$ cat config.mk
export PLATFORM = sky130hd
export DESIGN_NAME = cnv3_ctrl
export DESIGN_NICKNAME = d
export VERILOG_FILES = /design/src/design/cnv3_pkg.sv /design/src/design/cnv3_ctrl.sv
export SDC_FILE = /design/constraint.sdc
export NUM_CORES = 1
export LEC_CHECK = 0
export ABC_AREA = 0
export BUFFER_PORTS_ARGS = -buffer_cell sky130_fd_sc_hd__buf_4
export CAP_MARGIN = 0
export CORE_MARGIN = 4
export CORE_UTILIZATION = 40
export DETAILED_ROUTE_END_ITERATION = 16
export HOLD_SLACK_MARGIN = 0.03
export PLACE_DENSITY = 0.75
export RECOVER_POWER = 100
export SYNTH_ARGS = -nofsm -noshare
export SYNTH_HDL_FRONTEND = slang
export SYNTH_SLANG_ARGS = --single-unit
export TNS_END_PERCENT = 1
$ cat constraint.sdc
create_clock -name clk -period 4.1 [get_ports clk]
set_input_delay 0.41 -clock clk [delete_from_list [all_inputs] [get_ports clk]]
set_output_delay 0.41 -clock clk [all_outputs]
set_load 0.005 [all_outputs]
$ cat src/design/cnv3_pkg.sv
// ----------------------------------------------------------------------------
// cnv3_pkg
// Shared constants, types and register indexes for the 3x3 pixel filter.
// ----------------------------------------------------------------------------
`default_nettype none

package cnv3_pkg;

    localparam int MAX_WIDTH      = 2048;
    localparam int COEF_FRAC_BITS = 8;
    localparam int KERNEL_SIZE    = 3;
    localparam int TAPS           = KERNEL_SIZE * KERNEL_SIZE;

    localparam int SAMPLE_W   = 8;
    localparam int NUM_CHAN   = 3;
    localparam int PIX_W      = SAMPLE_W * NUM_CHAN;
    localparam int COEF_W     = 16;
    localparam int KROW_W     = COEF_W * KERNEL_SIZE;
    localparam int PROD_W     = COEF_W + SAMPLE_W;
    localparam int SUM_W      = PROD_W + 4;

    localparam int WIDTH_REG_W = 12;
    localparam int HEIGHT_W    = 13;
    localparam int CNT_W       = 3;
    localparam int CFG_IDX_W   = 3;
    localparam int CFG_DATA_W  = KROW_W;

    localparam int COL_W  = $clog2(MAX_WIDTH);
    localparam int WEFF_W = $clog2(MAX_WIDTH + 1);
    localparam int LAG_W  = $clog2(MAX_WIDTH + 2);
    localparam int ROW_W  = HEIGHT_W;
    localparam int LINE_W = 2 * PIX_W;

    localparam logic [SAMPLE_W-1:0] SAMPLE_MAX = 8'd255;

    typedef enum logic [CFG_IDX_W-1:0] {
        CFG_WIDTH    = 3'd0,
        CFG_HEIGHT   = 3'd1,
        CFG_CHANNELS = 3'd2,
        CFG_K_TOP    = 3'd3,
        CFG_K_MID    = 3'd4,
        CFG_K_BOT    = 3'd5
    } cfg_idx_t;

    typedef struct packed {
        logic [WIDTH_REG_W-1:0] width;
        logic [HEIGHT_W-1:0]    height;
        logic [CNT_W-1:0]       chan_count;
        logic [KROW_W-1:0]      k_top;
        logic [KROW_W-1:0]      k_mid;
        logic [KROW_W-1:0]      k_bot;
    } cfg_t;

    // per-beat control that travels from the counters into the window stage
    typedef struct packed {
        logic [PIX_W-1:0] pix;
        logic [COL_W-1:0] x;
        logic             x_zero;
        logic             produce;
        logic [TAPS-1:0]  ok;
        logic             last;
    } meta_t;

    typedef logic [TAPS-1:0][PIX_W-1:0] win_t;
    typedef logic [NUM_CHAN-1:0][SAMPLE_W-1:0] pixel_t;

endpackage

`default_nettype wire

$ cat src/design/cnv3_ctrl.sv
// ----------------------------------------------------------------------------
// cnv3_ctrl
// Raster position counters, fill lag and border mask for each input beat.
// ----------------------------------------------------------------------------
`default_nettype none

module cnv3_ctrl
    import cnv3_pkg::*;
(
    input  wire logic             clk,
    input  wire logic             rst_n,
    input  wire cfg_t             cfg,
    input  wire logic             in_fire,
    input  wire logic             op,
    input  wire logic [PIX_W-1:0] pix_in,
    output meta_t                 meta
);

    logic [COL_W-1:0] in_col_reg, in_col_next;
    logic [COL_W-1:0] out_col_reg, out_col_next;
    logic [ROW_W-1:0] out_row_reg, out_row_next;
    logic [LAG_W-1:0] lag_reg, lag_next;

    logic [WEFF_W-1:0]   w;
    logic [HEIGHT_W-1:0] h;
    logic [COL_W-1:0]    x;
    logic                col_end;
    logic                row_end;

    always_comb
    begin
        if (cfg.width == '0)
            w = WEFF_W'(1);
        else if (32'(cfg.width) > MAX_WIDTH)
            w = WEFF_W'(MAX_WIDTH);
        else
            w = WEFF_W'(cfg.width);
        h = (cfg.height == '0) ? HEIGHT_W'(1) : cfg.height;
    end

    always_comb
    begin
        x = (32'(in_col_reg) < 32'(w)) ? in_col_reg : '0;

        meta.pix     = op ? '0 : pix_in;
        meta.x       = x;
        meta.x_zero  = (x == '0);
        meta.produce = 32'(lag_reg) >= 32'(w) + 32'd1;

        // neighbor rows -1/0/+1 and columns -1/0/+1 of the output pixel
        for (int r = 0; r < KERNEL_SIZE; r++)
        begin
            for (int c = 0; c < KERNEL_SIZE; c++)
            begin
                meta.ok[r*KERNEL_SIZE + c] =
                    (32'(out_row_reg) + 32'(r) >= 32'd1) &&
                    (32'(out_row_reg) + 32'(r) < 32'(h) + 32'd1) &&
                    (32'(out_col_reg) + 32'(c) >= 32'd1) &&
                    (32'(out_col_reg) + 32'(c) < 32'(w) + 32'd1);
            end
        end

        col_end   = 32'(out_col_reg) + 32'd1 >= 32'(w);
        row_end   = 32'(out_row_reg) + 32'd1 >= 32'(h);
        meta.last = meta.produce && col_end && row_end;

        in_col_next  = (32'(x) + 32'd1 >= 32'(w)) ? '0 : COL_W'(32'(x) + 32'd1);
        lag_next     = lag_reg;
        out_col_next = out_col_reg;
        out_row_next = out_row_reg;

        if (!meta.produce)
            lag_next = LAG_W'(32'(lag_reg) + 32'd1);
        else if (meta.last)
        begin
            in_col_next  = '0;
            lag_next     = '0;
            out_col_next = '0;
            out_row_next = '0;
        end
        else if (col_end)
        begin
            out_col_next = '0;
            out_row_next = ROW_W'(32'(out_row_reg) + 32'd1);
        end
        else
            out_col_next = COL_W'(32'(out_col_reg) + 32'd1);
    end

    always_ff @(posedge clk or negedge rst_n)
    begin
        if (!rst_n)
        begin
            in_col_reg  <= '0;
            out_col_reg <= '0;
            out_row_reg <= '0;
            lag_reg     <= '0;
        end
        else if (in_fire)
        begin
            in_col_reg  <= in_col_next;
            out_col_reg <= out_col_next;
            out_row_reg <= out_row_next;
            lag_reg     <= lag_next;
        end
    end

    // frame end returns every counter to zero
    a_frame_restart: assert property (@(posedge clk) disable iff (!rst_n)
        in_fire && meta.last |=>
            (lag_reg == '0) && (in_col_reg == '0) &&
            (out_col_reg == '0) && (out_row_reg == '0))
        else $error("counters not cleared after frame end");

    // fill beats advance the lag and the input column, not the output counters
    a_fill_lag: assert property (@(posedge clk) disable iff (!rst_n)
        in_fire && !meta.produce |=> lag_reg == $past(lag_reg) + LAG_W'(1))
        else $error("lag count did not advance on a fill beat");

endmodule

`default_nettype wire

# Word level (Yosys, flattened, before mapping)
# Cells that the tools add are included.
dict set report word_totals {
  elab_cells 75
  register_bits 47
  output_inout_bits 47
}
dict set report classes {
  order_cmp 18
  n_reduce_logical 30
  addsub 8
  mux 14
  eq_ne 1
}
# op n
set op_table {}
lappend op_table {{32-bit by 1-bit greater-or-equal comparator with 1-bit output (second input constant)} 4}
lappend op_table {{32-bit < comparator} 3}
lappend op_table {{11-bit 2-to-1 mux} 6}
lappend op_table {{32-bit by 12-bit greater-or-equal comparator with 1-bit output} 2}
lappend op_table {{12-bit 2-to-1 mux} 4}
lappend op_table {{13-bit 2-to-1 mux} 3}
lappend op_table {{12-bit by 32-bit greater-or-equal comparator with 1-bit output} 1}
lappend op_table {{32-bit by 13-bit greater-or-equal comparator with 1-bit output} 1}
lappend op_table {{11-bit by 32-bit < comparator with 1-bit output} 1}
lappend op_table {{13-bit by 32-bit < comparator with 1-bit output} 1}
lappend op_table {{13-bit by 1-bit adder with 14-bit output (second input constant)} 2}
lappend op_table {{11-bit by 1-bit adder with 12-bit output (second input constant)} 2}
lappend op_table {{24-bit 2-to-1 mux} 1}
lappend op_table {{1-bit logical AND} 23}
lappend op_table {{13-bit by 2-bit adder with 14-bit output (second input constant)} 1}
lappend op_table {{14-bit < comparator} 1}
lappend op_table {{12-bit by 1-bit adder with 13-bit output (second input constant)} 1}
lappend op_table {{13-bit by 1-bit greater-or-equal comparator with 1-bit output (second input constant)} 1}
lappend op_table {{13-bit logical NOT} 1}
lappend op_table {{11-bit by 2-bit adder with 12-bit output (second input constant)} 1}
lappend op_table {{12-bit by 1-bit adder with 12-bit output (second input constant)} 1}
lappend op_table {{12-bit > comparator (second input constant)} 1}
lappend op_table {{12-bit logical NOT} 1}
lappend op_table {{11-bit by 12-bit < comparator with 1-bit output} 1}
lappend op_table {{other kinds (6)} 7}

# Logic depth before layout (Yosys ltp)
dict set report depth {
  depth_word 10
  ltp_mapped 23
}

# Worst setup path after synthesis
# Ideal clock, no wire load.
dict set report synth_timing {
  path_kind {input -> register}
  start {input cfg[165] (netlist bit)}
  end {register in_col_reg[4]}
  cell_stages 20
  slack_ns -0.690
  n_path_buf 1
  arrival_ns 4.724
  cell_sequence {nor4_1 -> nand3_1 -> o21ai_0 -> nand2_1 -> ha_1 -> a2111o_1 -> o221ai_2 -> clkbuf_1 -> and3_1 -> ha_1 -> nand3_1 -> nor2_1 -> xor2_1 -> and3_1 -> ha_1 -> or4_1 -> nor3_1 -> o41ai_1 -> a31oi_4 -> a22o_1}
}
# item line
set synth_rtl {}
lappend synth_rtl {{start: declaration} cnv3_ctrl.sv:12} ;# input wire cfg_t cfg,
lappend synth_rtl {{end signal: assignment} cnv3_ctrl.sv:101} ;# in_col_reg <= in_col_next;
lappend synth_rtl {{end: declaration} cnv3_ctrl.sv:19} ;# logic [COL_W-1:0] in_col_reg, in_col_next;

# Worst setup path after layout
dict set report layout_timing {
  start {input cfg[169] (netlist bit)}
  end {register in_col_reg[4]}
}
dict set report layout_between {
  elab_chain_cells 10
  elab_cells_between_ends 16
  cone_classes {2 x add/sub; 5 x order compare; 6 x mux; 3 x reduce/logical}
}
# item line
set layout_lines {}
lappend layout_lines {{12-bit > comparator} cnv3_ctrl.sv:34} ;# else if (32'(cfg.width) > MAX_WIDTH)
lappend layout_lines {{12-bit 2-to-1 mux} cnv3_ctrl.sv:34}
lappend layout_lines {{12-bit 2-to-1 mux (*)} cnv3_ctrl.sv:32} ;# if (cfg.width == '0)
lappend layout_lines {{11-bit by 12-bit < comparator with 1-bit output} cnv3_ctrl.sv:43} ;# x = (32'(in_col_reg) < 32'(w)) ? in_col_reg : '0;
lappend layout_lines {{11-bit 2-to-1 mux} cnv3_ctrl.sv:43}
lappend layout_lines {{11-bit by 1-bit adder with 12-bit output} cnv3_ctrl.sv:67} ;# in_col_next = (32'(x) + 32'd1 >= 32'(w)) ? '0 : COL_W'(32'(x) + 32'd1);
lappend layout_lines {{32-bit by 12-bit greater-or-equal comparator with 1-bit output} cnv3_ctrl.sv:67}
lappend layout_lines {{11-bit 2-to-1 mux} cnv3_ctrl.sv:67}
lappend layout_lines {{11-bit 2-to-1 mux} cnv3_ctrl.sv:74} ;# else if (meta.last)
lappend layout_lines {{11-bit 2-to-1 mux (*)} cnv3_ctrl.sv:72} ;# if (!meta.produce)
# Mark *: on every way between the ends. The rest lies on a longest branch, timed or not.
# A chain may end at the register's enable or synchronous reset.

==> run metrics <==
outcome=finished, violations left; failing checks=capacitance limit, slew limit, setup timing; part of the Yosys area used for sequential elements=16.4%; deepest clock path buffer count=2; post-layout net count=1,418; Filler Cell Count=1,559; nature of the critical path startpoint=input pin; Top delay family on crit path=compound AO/OA/AOI/OAI gates; number of sinks driven by the clock tree=47; Clock Tree Root=clkbuf_16; count of max-cap constraint violations=1; placeable core area=0.0174 mm2; count of flip-flops with a built-in enable after synthesis=0; met2 wire length=10,400 um; count of unresolved DRC violations after routing=0; width of the chip=142 um; routed wl met3=1390 um; I/O pin total=247; wire per inst=16.9 um; floorplan row count=48; maximum fanout along the worst path=5; global-route wire length before repair=35,400 um; synthesized instance count=884; Die Ht=142 um; reg2reg path depth=16; last weighted congestion value of the routability-driven placer=0.920; slew of the pin with the lowest slew margin=2780 ps; worst reg2reg startpoint=in_col_reg[10]; area of all sequential standard cells=0.00118 mm2; Synth cell types=76; htree depth=2; buffer and inverter count on the worst path=2; Cell Int Power=1.97 mW; Slew Limit Fails=48; final global-route overflow total=0; register-to-register setup slack=90 ps; Routed WL=21,800 um; Top Metal Used=met4; instance area at placement=0.00888 mm2; number of antenna violations at the first check in global routing=0; Die Outline Area=0.0201 mm2; hold_ws=459 ps; number of failing setup endpoints in the final timing report=19; combinational power share=68.2%; cell area after synthesis=0.00717 mm2; number of I/O port buffers=99; required time at the endpoint of the critical path=4350 ps; via count of the first global-routing pass=7,201; number of standard cells in the layout, taps in and fillers out=1,293; max reg flops=13; Seq cells post-synth=47; crit path kind=input pin to register; Via density=5.66; 1st-iter DRT viols=613; arrival time at the worst endpoint=4640 ps; area occupied by multi-input gates=0.00596 mm2; diodes inserted=0; crit path cell chain=buf_6, nor4_4, nand3_2, o21ai_2, nand2_2, ha_4, a2111o_1, o221ai_2, and2_4, nand2_4, inv_4, ha_4, nand3_4, or3_4, a21boi_2, ha_1, a21o_1, a211oi_2, o41ai_4, a31oi_4, a22o_1; logic depth of the worst setup path including buffers=21; sort of element at the end of the critical path=register; launch point of the worst path=cfg[169]; peak ir drop on the vdd network=0.216 mV; GRT Total Usage=21.1%; clock latency on the worst-skew pair=300 ps; slew margin rel.=-85.4%; vias post-DR=7,314; Worst-path clk slew=80 ps; syn_area_per_cell=8.11 um2; power density relative to cell area=385 mW/mm2; worst-case setup margin in the final layout=-296 ps; switching portion of total power=45.3%; Final Hold Fails=0; total iterations of the first detailed-routing run=5; cell with the largest stage delay on the worst path=a2111o_1; share of final-layout standard cells stronger than drive strength 1=26.8%; most instantiated flip-flop cell in the synthesis netlist=dfrtp_1; leakage power summed over all cells=4.60 nW; class of the worst hold path=input pin to register; proportion of synthesized flip-flops having asynchronous set or reset=100%; Yosys warnings=0; clock period minus final worst setup slack=4400 ps; largest net degree at the start of global routing=48; part of the power in registers=20.2%; Antenna Violating Nets Remaining=0; maximum cell stage delay along the critical path=430 ps; capture point of the critical path=in_col_reg[4]; sw power=1.63 mW; Placed Cells incl. Taps=1,271; cell with the most instances on the worst path=ha_4; TritonCTS clock tree=built; part of the total power dissipated in the clock network=11.6%; starting density of the core=41.2%; post-detailed-placement half-perimeter wirelength=17,000 um; area delta synth->final=30.7%; unrepaired setup endpoints after global routing=true; Post-Synthesis Net Count=1,235; Max Clock Freq=227 MHz; wire length on met1=9600 um; reg2reg end=in_col_reg[4]; clock buffers created by TritonCTS=5; clock skew=14.0 ps; post-route cell area=0.00937 mm2; part of the cycle the worst path needs=107%; DP Worst Slack=-695 ps
per-layer routing:
| metal | GRT usage [%] | up-vias |
|---|---|---|
| li1 | - | 3616 |
| met1 | 27.8 | 3439 |
| met2 | 35.1 | 223 |
| met3 | 4.18 | 36 |
| met4 | 6.11 | 0 |
| met5 | 0 | - |
cell usage after synthesis (9+ instances only):
| master | n | area (um2) |
|---|---|---|
| a21oi_1 | 29 | 145 |
| o21ai_1 | 16 | 80.1 |
| xor2_1 | 20 | 175 |
| and3_1 | 18 | 113 |
| ha_1 | 151 | 1890 |
| inv_1 | 53 | 199 |
| nand3_1 | 39 | 195 |
| a21o_1 | 17 | 128 |
| o21a_1 | 10 | 75.1 |
| a22o_1 | 20 | 175 |
| dfrtp_1 | 47 | 1180 |
| a211oi_1 | 11 | 82.6 |
| buf_2 | 10 | 50.1 |
| o21ai_0 | 35 | 175 |
| nand4_1 | 17 | 106 |
| nor2_1 | 56 | 210 |
| nor3_1 | 14 | 70.1 |
| nor2b_1 | 31 | 194 |
| xnor2_1 | 46 | 403 |
| nand2_1 | 80 | 300 |
| a2111oi_0 | 9 | 78.8 |
| clkbuf_1 | 18 | 67.6 |
worst reg2reg max path, cell delays in order (launching register included):
cell	delay, ps
dfrtp_1	400
ha_1	330
a211oi_1	220
nand2_1	80
o221ai_1	360
buf_4	210
and3_4	200
ha_4	140
nand3_4	110
or3_4	340
a21boi_2	150
ha_1	270
a21o_1	170
a211oi_2	300
o41ai_4	200
a31oi_4	280
a22o_1	180
power by group through the flow:
stage / Combinational [mW] / Sequential (mW) / Clock (mW)
2_1_floorplan: 1.34 / 0.700 / 0
3_3_place_gp: 2.17 / 0.722 / 0
3_5_place_dp: 2.23 / 0.727 / 0
4_1_cts: 2.37 / 0.723 / 0.421
5_1_grt: 2.74 / 0.743 / 0.437
6_report: 2.46 / 0.729 / 0.419
cell usage in the layout, fill, tap and decap left out, drive strengths merged, types with 4 or more instances in the layout:
master,count
nor2b,31
o21a,10
a21oi,30
clkbuf,32
a211oi,11
xor2,20
a21boi,4
nor2,58
and2,8
o21bai,6
o41ai,4
nand3,41
nand4,17
dfrtp,47
a31oi,10
o22ai,7
a22o,20
and4,5
ha,151
nor4,8
nand2b,7
or4,7
o211ai,6
buf,183
nor3,14
or2,7
a2111oi,9
a21o,17
and3,22
xnor2,46
o21ai,51
inv,55
nand2,80
timing repair:
| action | CTS | global route |
|---|---|---|
| setup endpoints to repair | 22 | 41 |
| gates cloned | 1 | 0 |
| resized for setup | 30 | 21 |
| buffers inserted | 7 | 6 |
| hold buffers | 0 | 0 |
| pin swaps | 26 | 21 |
worst min-delay path by stage:
stage | from | end | cells past startpoint
6_report | in_fire | lag_reg[1] | 3
3_5_place_dp | rst_n | out_row_reg[1] | 1
3_3_place_gp | rst_n | out_row_reg[1] | 1
2_1_floorplan | rst_n | in_col_reg[0] | 0
4_1_cts | rst_n | out_row_reg[1] | 1
5_1_grt | in_fire | lag_reg[1] | 3
kinds of logic after synthesis:
family | Yosys count | share of synthesized area [%]
mux | 4 | 0.593
compound gates | 210 | 20.5
xor+xnor | 66 | 8.06
flops | 47 | 16.4
simple gates | 316 | 22.9
fa+ha+maj | 151 | 26.3
buf+inv | 90 | 5.20
cell type report:
type                       instances  share of cell area [%]
clock buffer                       7                    1.42
timing repair buffer             208                    17.1
multi-input combinational        748                    63.6
sequential                        47                    12.6
inverter                          57                    2.31
tap                              225                    3.00
clock inverter                     1                  0.0534
metrics by stage:
stage / utilization [%] / total power, mW / TNS, ps
2_1_floorplan: - / 2.04 / -3200
3_3_place_gp: 51.0 / 2.89 / -13460
3_5_place_dp: 51.0 / 2.96 / -15700
4_1_cts: 53.1 / 3.52 / -698
5_1_grt: 53.8 / 3.92 / -9640
6_report: 53.8 / 3.61 / -3700
Note: power is estimated with default switching activity, not from simulation.
